<file path="config.mk">
export PLATFORM = sky130hd
export DESIGN_NAME = tga_rle_decoder_top
export DESIGN_NICKNAME = d
export VERILOG_FILES = /design/src/rtl/trle_pkg.sv /design/src/rtl/tga_rle_decoder_top.sv /design/src/rtl/trle_front.sv /design/src/rtl/trle_fifo.sv /design/src/rtl/trle_back.sv
export SDC_FILE = /design/constraint.sdc
export NUM_CORES = 1
export LEC_CHECK = 0
export BUFFER_PORTS_ARGS = -buffer_cell sky130_fd_sc_hd__clkbuf_2
export CAP_MARGIN = 20
export CORE_MARGIN = 5
export CORE_UTILIZATION = 65
export DETAILED_ROUTE_END_ITERATION = 8
export PLACE_DENSITY_LB_ADDON = 0.1
export SYNTH_ARGS = -nofsm -noshare
export SYNTH_HDL_FRONTEND = slang
export SYNTH_HIERARCHICAL = 1
export SYNTH_SLANG_ARGS = --single-unit
</file>
<file path="constraint.sdc">
create_clock -name clk -period 11.4 [get_ports clk]
set_input_delay 1.71 -clock clk [delete_from_list [all_inputs] [get_ports clk]]
set_output_delay 1.71 -clock clk [all_outputs]
set_load 0.005 [all_outputs]
</file>
<file path="src/rtl/trle_pkg.sv">
// Shared types and constants of the TGA run-length decoder.
`timescale 1ns / 1ps
package trle_pkg;

  localparam int MAX_CHANNELS = 4;
  localparam int RUN_CHUNK    = 2;       // pixels per result of a run
  localparam int FIFO_DEPTH   = 4;
  localparam int FIFO_AW      = $clog2(FIFO_DEPTH);

  localparam logic [7:0] RUN_MARK   = 8'h80;
  localparam logic [7:0] COUNT_MASK = 8'h7F;

  // Configuration register indexes
  localparam logic CFG_CHANNELS     = 1'b0;
  localparam logic CFG_IMAGE_PIXELS = 1'b1;

  // One command from the front to the back: a pixel given count times
  typedef struct packed {
    logic [31:0] pixel;
    logic [7:0]  count;    // 1..128 pixels to give
    logic        done;     // last result completes the image
    logic        err;      // header overflow, no pixel data
  } cmd_t;

endpackage

</file>
<file path="src/rtl/tga_rle_decoder_top.sv">
// Top level of the TGA run-length decoder: config registers and block wiring.
//
// Input channel (in_valid/in_ready/in_data_byte): one byte of the coded
// pixel stream per transfer. A header byte opens a run packet (bit 7 set) or
// a raw packet; its low 7 bits plus one give the pixel count.
// Output channel (out_valid/out_ready/out_*): one result per transfer, up to
// two copies of a run pixel, one raw pixel, or an overflow error.
// Config channel (cfg_valid/cfg_ready/cfg_index/cfg_data): index 0 sets
// channels, index 1 sets image_pixels. Always ready; write only while idle.
// A completing byte's command passes the command queue, the expander's
// work register and the output register. One byte per cycle while in_ready
// is high; runs leave two pixels per result (an odd last one alone), raw
// pixels one per cycle while queued and out_ready high. A 4-entry queue parts
// the byte parser from the run expander; in_ready drops only when it is full.
// Reset: synchronous, clears control state; channels = 4, image_pixels = 1.
// When the receiver stalls, the result holds in the output register, the
// expander and then the queue fill, and the input is back-pressured.
`timescale 1ns / 1ps
module tga_rle_decoder_top (
  input  logic        clk,
  input  logic        rst_n,
  input  logic        in_valid,
  output logic        in_ready,
  input  logic [7:0]  in_data_byte,
  output logic        out_valid,
  input  logic        out_ready,
  output logic [31:0] out_pixel_first,
  output logic [31:0] out_pixel_second,
  output logic [1:0]  out_pixels_valid,
  output logic        out_last_of_burst,
  output logic        out_image_done,
  output logic        out_overflow_error,
  input  logic        cfg_valid,
  output logic        cfg_ready,
  input  logic        cfg_index,
  input  logic [31:0] cfg_data
);

  logic [2:0]     channels_r;
  logic [31:0]    image_pixels_r;
  logic           push;
  trle_pkg::cmd_t push_cmd;
  trle_pkg::cmd_t head;
  logic           pop;
  logic           fifo_empty;
  logic           fifo_full;

  assign cfg_ready = 1'b1;

  // Configuration registers
  always_ff @(posedge clk) begin
    if (!rst_n) begin
      channels_r     <= 3'd4;
      image_pixels_r <= 32'd1;
    end else if (cfg_valid && cfg_ready) begin
      case (cfg_index)
        trle_pkg::CFG_CHANNELS:     channels_r     <= cfg_data[2:0];
        trle_pkg::CFG_IMAGE_PIXELS: image_pixels_r <= cfg_data;
        default: begin
        end
      endcase
    end
  end

  trle_front u_front (
    .clk          (clk),
    .rst_n        (rst_n),
    .in_valid     (in_valid),
    .in_data_byte (in_data_byte),
    .in_ready     (in_ready),
    .channels     (channels_r),
    .image_pixels (image_pixels_r),
    .fifo_full    (fifo_full),
    .push         (push),
    .cmd          (push_cmd)
  );

  trle_fifo u_fifo (
    .clk     (clk),
    .rst_n   (rst_n),
    .wr_en   (push),
    .wr_data (push_cmd),
    .rd_en   (pop),
    .rd_data (head),
    .empty   (fifo_empty),
    .full    (fifo_full)
  );

  trle_back u_back (
    .clk                (clk),
    .rst_n              (rst_n),
    .head               (head),
    .fifo_empty         (fifo_empty),
    .pop                (pop),
    .out_valid          (out_valid),
    .out_ready          (out_ready),
    .out_pixel_first    (out_pixel_first),
    .out_pixel_second   (out_pixel_second),
    .out_pixels_valid   (out_pixels_valid),
    .out_last_of_burst  (out_last_of_burst),
    .out_image_done     (out_image_done),
    .out_overflow_error (out_overflow_error)
  );

endmodule

</file>
<file path="src/rtl/trle_front.sv">
// Front end: takes stream bytes, parses packets, assembles pixels, counts pixels.
`timescale 1ns / 1ps
module trle_front (
  input  logic               clk,
  input  logic               rst_n,
  input  logic               in_valid,
  input  logic [7:0]         in_data_byte,
  output logic               in_ready,
  input  logic [2:0]         channels,
  input  logic [31:0]        image_pixels,
  input  logic               fifo_full,
  output logic               push,
  output trle_pkg::cmd_t     cmd
);

  localparam logic [1:0] PH_HEADER = 2'd0;
  localparam logic [1:0] PH_RUN    = 2'd1;
  localparam logic [1:0] PH_RAW    = 2'd2;

  logic [1:0]  phase_r, phase_nxt;
  logic [7:0]  left_r, left_nxt;
  logic [1:0]  bip_r, bip_nxt;
  logic [31:0] asm_r, asm_nxt;
  logic [31:0] pd_r, pd_nxt;

  logic        fire;
  logic [2:0]  ch_eff;
  logic [32:0] diff;
  logic        diff_nonpos;
  logic [7:0]  hdr_count;
  logic        hdr_err;
  logic [31:0] px_full;
  logic        px_complete;
  logic        run_done;
  logic [8:0]  run_round;
  logic [8:0]  run_lim;
  logic [7:0]  run_emit;
  logic        raw_done;
  logic [7:0]  raw_left_dec;

  assign in_ready = !fifo_full;
  assign fire     = in_valid && in_ready;

  // Effective bytes per pixel, clamped to 1..MAX_CHANNELS
  always_comb begin
    ch_eff = channels;
    if (channels == 3'd0) begin
      ch_eff = 3'd1;
    end else if (channels > 3'(trle_pkg::MAX_CHANNELS)) begin
      ch_eff = 3'(trle_pkg::MAX_CHANNELS);
    end
  end

  // Pixels still to go before the image is full (negative after a shrink)
  assign diff        = {1'b0, image_pixels} - {1'b0, pd_r};
  assign diff_nonpos = diff[32] || (diff == 33'd0);

  // Header: count and overflow check (count > remaining)
  assign hdr_count = {1'b0, in_data_byte[6:0] & trle_pkg::COUNT_MASK[6:0]} + 8'd1;
  assign hdr_err   = diff[32] || ((diff[31:8] == 24'd0) && (diff[7:0] < hdr_count));

  // Pixel assembly
  assign px_full     = asm_r | ({24'd0, in_data_byte} << {bip_r, 3'b000});
  assign px_complete = ({1'b0, bip_r} + 3'd1) >= ch_eff;

  // Run: image completes within this run when remaining <= count
  assign run_done  = diff[32] || ((diff[31:8] == 24'd0) && (diff[7:0] <= left_r));
  assign run_round = {1'b0, diff[7:0]} + {8'd0, diff[0]};
  assign run_lim   = diff_nonpos ? 9'(trle_pkg::RUN_CHUNK) : run_round;
  // Whole packet unless the image fills first, then up to the covering pair
  assign run_emit  = (!run_done || ({1'b0, left_r} <= run_lim)) ? left_r : run_lim[7:0];

  // Raw: one pixel completes the image when remaining <= 1
  assign raw_done     = diff[32] || (diff[31:1] == 31'd0);
  assign raw_left_dec = (left_r != 8'd0) ? (left_r - 8'd1) : 8'd0;

  // Next state and command
  always_comb begin
    phase_nxt = phase_r;
    left_nxt  = left_r;
    bip_nxt   = bip_r;
    asm_nxt   = asm_r;
    pd_nxt    = pd_r;
    push      = 1'b0;
    cmd.pixel = 32'd0;
    cmd.count = 8'd1;
    cmd.done  = 1'b0;
    cmd.err   = 1'b0;
    if (fire) begin
      case (phase_r)
        PH_HEADER: begin
          if (hdr_err) begin
            push    = 1'b1;
            cmd.err = 1'b1;
          end else begin
            left_nxt  = hdr_count;
            phase_nxt = ((in_data_byte & trle_pkg::RUN_MARK) != 8'd0) ? PH_RUN : PH_RAW;
            bip_nxt   = 2'd0;
            asm_nxt   = 32'd0;
          end
        end
        PH_RUN, PH_RAW: begin
          if (!px_complete) begin
            asm_nxt = px_full;
            bip_nxt = bip_r + 2'd1;
          end else begin
            bip_nxt   = 2'd0;
            asm_nxt   = 32'd0;
            push      = 1'b1;
            cmd.pixel = px_full;
            if (phase_r == PH_RUN) begin
              phase_nxt = PH_HEADER;
              left_nxt  = 8'd0;
              cmd.count = run_emit;
              cmd.done  = run_done;
              pd_nxt    = run_done ? 32'd0 : (pd_r + {24'd0, left_r});
            end else begin
              cmd.count = 8'd1;
              cmd.done  = raw_done;
              pd_nxt    = raw_done ? 32'd0 : (pd_r + 32'd1);
              left_nxt  = raw_done ? 8'd0 : raw_left_dec;
              if (raw_done || (raw_left_dec == 8'd0)) begin
                phase_nxt = PH_HEADER;
              end
            end
          end
        end
        default: begin
          phase_nxt = PH_HEADER;
        end
      endcase
    end
  end

  always_ff @(posedge clk) begin
    if (!rst_n) begin
      phase_r <= PH_HEADER;
      left_r  <= 8'd0;
      bip_r   <= 2'd0;
      asm_r   <= 32'd0;
      pd_r    <= 32'd0;
    end else begin
      phase_r <= phase_nxt;
      left_r  <= left_nxt;
      bip_r   <= bip_nxt;
      asm_r   <= asm_nxt;
      pd_r    <= pd_nxt;
    end
  end

endmodule

</file>
<file path="src/rtl/trle_fifo.sv">
// Short command queue between the front end and the run expander.
`timescale 1ns / 1ps
module trle_fifo (
  input  logic               clk,
  input  logic               rst_n,
  input  logic               wr_en,
  input  trle_pkg::cmd_t     wr_data,
  input  logic               rd_en,
  output trle_pkg::cmd_t     rd_data,
  output logic               empty,
  output logic               full
);

  trle_pkg::cmd_t                  mem_r [trle_pkg::FIFO_DEPTH];
  logic [trle_pkg::FIFO_AW-1:0]    wr_ptr_r, wr_ptr_nxt;
  logic [trle_pkg::FIFO_AW-1:0]    rd_ptr_r, rd_ptr_nxt;
  logic [trle_pkg::FIFO_AW:0]      cnt_r, cnt_nxt;
  logic                            do_wr;
  logic                            do_rd;

  assign empty   = (cnt_r == '0);
  assign full    = (cnt_r == (trle_pkg::FIFO_AW+1)'(trle_pkg::FIFO_DEPTH));
  assign do_wr   = wr_en && !full;
  assign do_rd   = rd_en && !empty;
  assign rd_data = mem_r[rd_ptr_r];

  // Pointer and fill count update
  always_comb begin
    wr_ptr_nxt = do_wr ? (wr_ptr_r + 1'b1) : wr_ptr_r;
    rd_ptr_nxt = do_rd ? (rd_ptr_r + 1'b1) : rd_ptr_r;
    cnt_nxt    = cnt_r;
    if (do_wr && !do_rd) begin
      cnt_nxt = cnt_r + 1'b1;
    end else if (do_rd && !do_wr) begin
      cnt_nxt = cnt_r - 1'b1;
    end
  end

  always_ff @(posedge clk) begin
    if (!rst_n) begin
      wr_ptr_r <= '0;
      rd_ptr_r <= '0;
      cnt_r    <= '0;
    end else begin
      wr_ptr_r <= wr_ptr_nxt;
      rd_ptr_r <= rd_ptr_nxt;
      cnt_r    <= cnt_nxt;
    end
  end

  // Storage, no reset
  always_ff @(posedge clk) begin
    if (do_wr) begin
      mem_r[wr_ptr_r] <= wr_data;
    end
  end

endmodule

</file>
<file path="src/rtl/trle_back.sv">
// Back end: expands commands into results, up to two pixels per result for runs.
`timescale 1ns / 1ps
module trle_back (
  input  logic               clk,
  input  logic               rst_n,
  input  trle_pkg::cmd_t     head,
  input  logic               fifo_empty,
  output logic               pop,
  output logic               out_valid,
  input  logic               out_ready,
  output logic [31:0]        out_pixel_first,
  output logic [31:0]        out_pixel_second,
  output logic [1:0]         out_pixels_valid,
  output logic               out_last_of_burst,
  output logic               out_image_done,
  output logic               out_overflow_error
);

  // Work register: command being expanded
  logic        w_valid_r, w_valid_nxt;
  logic [31:0] w_px_r, w_px_nxt;
  logic [7:0]  w_left_r, w_left_nxt;
  logic        w_done_r, w_done_nxt;
  logic        w_err_r, w_err_nxt;

  // Output register
  logic        o_valid_r, o_valid_nxt;
  logic [31:0] o_p1_r, o_p2_r;
  logic [1:0]  o_pv_r;
  logic        o_last_r, o_done_r, o_err_r;

  logic        emit;
  logic [1:0]  n;
  logic [7:0]  left_after;
  logic        last;
  logic        take;

  assign emit       = w_valid_r && (!o_valid_r || out_ready);
  assign n          = (w_left_r >= 8'(trle_pkg::RUN_CHUNK)) ? 2'(trle_pkg::RUN_CHUNK)
                                                           : w_left_r[1:0];
  assign left_after = w_left_r - {6'd0, n};
  assign last       = (left_after == 8'd0);
  assign take       = !w_valid_r || (emit && last);
  assign pop        = take && !fifo_empty;

  // Work register update: reload when empty or on the last chunk, else count down
  always_comb begin
    w_valid_nxt = w_valid_r;
    w_px_nxt    = w_px_r;
    w_left_nxt  = w_left_r;
    w_done_nxt  = w_done_r;
    w_err_nxt   = w_err_r;
    if (take) begin
      w_valid_nxt = !fifo_empty;
      w_px_nxt    = head.pixel;
      w_left_nxt  = head.count;
      w_done_nxt  = head.done;
      w_err_nxt   = head.err;
    end else if (emit) begin
      w_left_nxt = left_after;
    end
  end

  // Output valid: set on emit, cleared on transfer
  always_comb begin
    o_valid_nxt = o_valid_r;
    if (emit) begin
      o_valid_nxt = 1'b1;
    end else if (out_ready) begin
      o_valid_nxt = 1'b0;
    end
  end

  always_ff @(posedge clk) begin
    if (!rst_n) begin
      w_valid_r <= 1'b0;
      o_valid_r <= 1'b0;
    end else begin
      w_valid_r <= w_valid_nxt;
      o_valid_r <= o_valid_nxt;
    end
  end

  // Payload registers
  always_ff @(posedge clk) begin
    w_px_r   <= w_px_nxt;
    w_left_r <= w_left_nxt;
    w_done_r <= w_done_nxt;
    w_err_r  <= w_err_nxt;
    if (emit) begin
      o_p1_r   <= w_err_r ? 32'd0 : w_px_r;
      o_p2_r   <= (!w_err_r && (n == 2'd2)) ? w_px_r : 32'd0;
      o_pv_r   <= w_err_r ? 2'd0 : n;
      o_last_r <= last;
      o_done_r <= w_done_r && last;
      o_err_r  <= w_err_r;
    end
  end

  assign out_valid          = o_valid_r;
  assign out_pixel_first    = o_p1_r;
  assign out_pixel_second   = o_p2_r;
  assign out_pixels_valid   = o_pv_r;
  assign out_last_of_burst  = o_last_r;
  assign out_image_done     = o_done_r;
  assign out_overflow_error = o_err_r;

endmodule

</file>
## Yosys cells after proc, flatten, opt, wreduce, memory -nomap -nowiden

Memories as Yosys holds them, arrays and structs flattened. A register that Yosys moved wholly into a read port is not among the register bits.
Cells that the tools add are included.

- Logic and storage cells: 145
- Output and inout port bits: 72
- Flip-flop bits (word level): 231
- Memories: 1
- RAM bits: 168

Memory list:

| name | words | width | rd ports | clocked after Yosys merged registers in | write ports | RTL line | RTL |
|---|---|---|---|---|---|---|---|
| u_fifo.mem_r | 4 | 42 | 1 | 1 | 1 | trle_fifo.sv:14 | `trle_pkg::cmd_t mem_r [trle_pkg::FIFO_DEPTH];` |

- Muxes and demuxes: 45
- Shift-type cells: 1
- Reductions and logical operators: 48
- Eq/ne operators: 7
- $lt $le $gt $ge: 6
- $add $sub $neg: 13
- Bitwise operators: 2

Operators by type and width:

| operator | count |
|---|---|
| 32-bit 2-to-1 mux | 5 |
| 41-bit 2-to-1 mux | 2 |
| 8-bit 2-to-1 mux | 8 |
| 32-bit case mux with 2 select lines | 1 |
| 42-bit 2-to-1 mux | 1 |
| 33-bit logical NOT | 1 |
| 32-bit by 32-bit subtractor with 33-bit output | 1 |
| 32-bit by 1-bit adder with 32-bit output, second input constant | 1 |
| 32-bit by 8-bit adder with 32-bit output | 1 |
| 32-bit bitwise OR | 1 |
| 8-bit by 5-bit left shift with 32-bit output | 1 |
| 31-bit logical NOT | 1 |
| 24-bit logical NOT | 1 |
| 2-bit 2-to-1 mux | 10 |
| 9-bit 2-to-1 mux | 2 |
| 8-bit logical NOT | 2 |
| 8-bit case mux with 2 select lines | 1 |
| 1-bit logical AND | 12 |
| 3-bit 2-to-1 mux | 4 |
| 8-bit by 1-bit adder with 9-bit output | 1 |
| 8-bit by 9-bit <= comparator with 1-bit output | 1 |
| 7-bit by 1-bit adder with 8-bit output, second input constant | 1 |
| 8-bit by 2-bit >= comparator with 1-bit output, second input constant | 1 |
| 8-bit <= comparator | 1 |
| other kinds (29) | 61 |

## Logic depth before layout (Yosys ltp)

- Depth in word-level cells: 12
- Mapped depth: 29
- Depth with buffers taken out: 25

## Hierarchy

The synthesis kept the hierarchy.

By module, submodules not included:

| module | seq. area each (um^2) | cells an instance | times used | area an instance (um^2) |
|---|---|---|---|---|
| trle_front | 1521.5 | 1156 | 1 | 8219.1 |
| trle_fifo | 5225.0 | 268 | 1 | 6602.6 |
| trle_back | 3373.2 | 235 | 1 | 4189.0 |
| tga_rle_decoder_top | 700.7 | 161 | 1 | 1383.8 |

## Worst setup path after synthesis

Ideal clock, no wire load.

- Kind: input to register
- From: input in_data_byte[0]
- To: memory u_fifo/mem_r[0][0] in the netlist's numbering (enable)
- Buffers on the path: 1
- Stages: 16
- Arrival time: 5.043 ns
- Path slack: 5.953 ns
- Cell sequence: ha_1 -> inv_1 -> ha_1 -> a21o_1 -> a21o_1 -> a21oi_1 -> nor2b_1 -> o21ai_0 -> a21oi_1 -> nor3b_1 -> nand3_1 -> a21oi_1 -> o21ba_2 -> nor2b_1 -> buf_6 -> and2_1

- Word-level cells in the longest chain between the ends: 10

Ends and longest elaborated chain:

| what | RTL line | RTL |
|---|---|---|
| start, declared | tga_rle_decoder_top.sv:24 | `input logic [7:0] in_data_byte,` |
| 7-bit by 1-bit adder with 8-bit output | trle_front.sv:59 | `assign hdr_count = {1'b0, in_data_byte[6:0] & trle_pkg::COUNT_MASK[6:0]} + 8'd1;` |
| 8-bit < comparator | trle_front.sv:60 | `assign hdr_err = diff[32] \|\| ((diff[31:8] == 24'd0) && (diff[7:0] < hdr_count));` |
| 1-bit logical AND | trle_front.sv:60 |  |
| 1-bit logical OR | trle_front.sv:60 |  |
| 1-bit 2-to-1 mux | trle_front.sv:92 | `if (hdr_err) begin` |
| 1-bit case mux with 2 select lines | trle_front.sv:90 | `case (phase_r)` |
| 1-bit 2-to-1 mux | trle_front.sv:89 | `if (fire) begin` |
| named net push | tga_rle_decoder_top.sv:41 | `logic push;` |
| 1-bit logical AND | trle_fifo.sv:23 | `assign do_wr = wr_en && !full;` |
| named net u_fifo.do_wr | trle_fifo.sv:18 | `logic do_wr;` |
| 1-bit 2-to-1 mux | trle_fifo.sv:53 | `if (do_wr) begin` |
| 1-bit 2-to-1 mux (implied by the code) | trle_fifo.sv:54 | `mem_r[wr_ptr_r] <= wr_data;` |
| end, declared | trle_fifo.sv:14 |  |

The timed path passes the listed nets, and every way through them passes these cells.

==> flow_summary.toml <==
[outcome]
status = "finished, final reports clean"

[cts]
post-cts-setup-buffers = 0
cts_sinks = 401
clock-root-buffer = "clkbuf_16"
clkLatencyLatePin_ns = 0.55
clockBufferDepth = 3
cts_tree = "yes"
cts_buffers = 41
cts-resized-gates = 0
h-tree-depth = 2
clk_pin_slew_ns = 0.06
hold_buffers = 0

[setup_path]
crit_arrival_ns = 6.59
critPathKind = "reg2reg"
worstPathMaxFanout = 14
cp_data_required_time_ns = 11.73
r2r_start = "image_pixels_r[0]"
worst_path_max_delay_cell = "or4b_1"
crit_path_start = "image_pixels_r[0]"
worstSetupStartpointType = "flop"
slowest_delay_ns = 0.62
end_kind = "flop"

[sta]
relSlewSlack_pct = 30.9
rsz0062_at_grt = "false"
fin_skew_ns = 0.0272
finalSetupTns_ns = 0
fmax_mhz = 160
hold_ws_ns = 0.454
maxSlewViolCount = 0
fin_crit_ns = 6.27
finalSetupViolCount = 0
final_hold_viol_count = 0
finalCritPeriodShare_pct = 55.0
worstMarginPinSlew_ns = 1.03

[worst_hold_path]
hp-start = "image_pixels_r[22]"
min_path_type = "reg2reg"

[yosys]
syn_inst = 1820
synth_top_area_cell = "edfxtp_1"
synth_cell_types = 97
ys_warn_count = 6
ys_top_cells_by_area = "edfxtp_1 41%, dfxtp_1 12%, ha_1 5.0%, mux4_2 4.4%, nor2_1 2.7%"
synth_ff_type = "edfxtp_1"
synth_edf_count = 279
async_flop_share_pct = 0
synth_nets = 1951
yosysTopAreaCellShare_pct = 41.1
seq_area_frac_synth_pct = 53.1
postSynthAreaPerCell_um2 = 11.2
synth_area_um2 = 20400
synth.ff_latch_count = 401

[route]
drt_wl_total_um = 50800
drt-pass1-iter-count = 6
vias = 15100
met1_length_um = 20800
route.detailed.drc = 0
drt_iter0_markers = 1528
top_layer = "met4"
viasPerCell = 6.53
antenna_left = 0
avgRoutedWirePerCell_um = 22.0
dr_wl_met3_um = 3340
wl_met2_um = 25100

[grt]
grt_pass1_wl_um = 81400
grt_pass1_vias = 14900
grt_start_max_net_pins = 70
grt_antenna_before_repair = 0
gr-total-overflow = 0
grt_use_total_pct = 28.5

[final_layout]
drive_gt1_share_pct = 15.4
nets = 2015
areaGrowthSynthToFinish_pct = 10.1
diodes = 0
final_util_pct = 73.0
mostFrequentLayoutCell = "edfxtp_1"
layout_common_cells = "279 x edfxtp_1, 147 x nor2_1, 122 x nand2_1"

[floorplanning]
dieWidth_um = 187
placementRows = 64
design.die.area_um2 = 35000
io_pins = 118
core_um2 = 30700
start_util_pct = 66.3
die_h_um = 187

[place]
hpwl_um = 34300
port_buffers = 116
gp_congestion = 0.988

[flow_run]
cap_violations = 0

[pwr]
vdd_drop_max_uv = 131
powerDensity_nw_per_um2 = 211
power_leakage_nw = 8.09
[sequential cells by signal, indices dropped and copies added, names as in the netlist, 8 cells and up, named ones only]
register,count
image_pixels_r,32
u_back/out_pixel_first,32
u_back/out_pixel_second,32
u_back/w_left_r,8
u_back/w_px_r,32
u_fifo/mem_r,168
u_front/asm_r,32
u_front/left_r,8
u_front/pd_r,32
[path summary, 6_finish.rpt]
kind,depth (start not counted),end,slack [ns]
min reg2reg,2,image_pixels_r[22],0.45
min,2,image_pixels_r[22],0.45
max,26,u_fifo/mem_r[3][5],5.13
max reg2reg,26,u_fifo/mem_r[3][5],5.13
[per-layer routing]
layer  vias up  track usage (%)
met4         0             9.02
met3       108             4.35
met2       603             48.9
met5         -                0
met1      7406             37.8
li1       6994                -
[final cells by class]
type,instances,area [um2]
Timing Repair Buffer,139,756
Inverter,83,312
Multi-Input combinational cell,1218,8690
Clock inverter,25,255
Clock buffer,51,1110
Fill cell,2148,8300
Sequential cell,401,10800
Tap cell,396,495
[cells in the mapped netlist, types with 5 or more instances]
cell type,n
buf_2,24
a31oi_1,26
xor2_1,12
a21o_1,16
o21a_1,8
mux4_2,40
ha_1,82
inv_1,81
nand2_1,122
xnor2_1,35
o2111ai_1,5
edfxtp_1,279
or4b_1,5
a22oi_1,17
a32oi_1,7
o21ai_1,39
or4_1,7
o211ai_1,9
nor4_1,11
mux2i_1,13
nor2_1,148
nand4_1,60
a211oi_1,18
o21ai_0,42
o32ai_1,9
nand3_1,55
clkbuf_1,74
nand2b_1,18
and3_1,7
nor2b_1,50
mux2_2,5
and2_1,43
buf_6,10
o21bai_1,7
a41oi_1,36
or3_1,14
dfxtp_1,122
o31ai_1,6
a21oi_1,109
a221oi_1,12
nor3_1,30
[through the flow]
step	cells	cell area [um2]	total power [mW]	worst slack, ns
floorplan	1820	20400	3.05	5.95
global placement	2234	21100	3.35	4.95
detailed placement	2234	21100	3.40	4.80
CTS	2310	22400	4.76	4.74
global route	2313	22400	4.99	4.57
finish	2313	22400	4.74	5.13
[cells by family (layout without fill, tap and decap cells)]
kind of cell | count (synthesis) | after routing | synth area share, %
buffers and inverters | 201 | 298 | 4.59
multiplexers | 60 | 60 | 5.59
other | 2 | 2 | 0.0368
AND/OR/NAND/NOR | 600 | 600 | 15.1
AO/OA/AOI/OAI | 424 | 424 | 14.3
flip-flops | 401 | 401 | 53.1
XOR/XNOR | 47 | 47 | 2.02
adder cells (fa/ha/maj) | 85 | 85 | 5.33
[power breakdown]
part	total, mW	switching, mW	leakage, nW	internal [mW]
clock network	1.34	0.569	0.667	0.771
registers	2.06	0.133	3.73	1.92
logic	1.35	0.809	3.69	0.538
total	4.74	1.51	8.09	3.23
[critical path, delay by kind of cell, from the launching register on]
family | cells | cell delay, ns
flops | 1 | 0.32
compound gates | 12 | 2.57
fa+ha+maj | 3 | 0.94
simple gates | 8 | 1.71
buf+inv | 3 | 0.50
(Power assumes the default switching activity.)
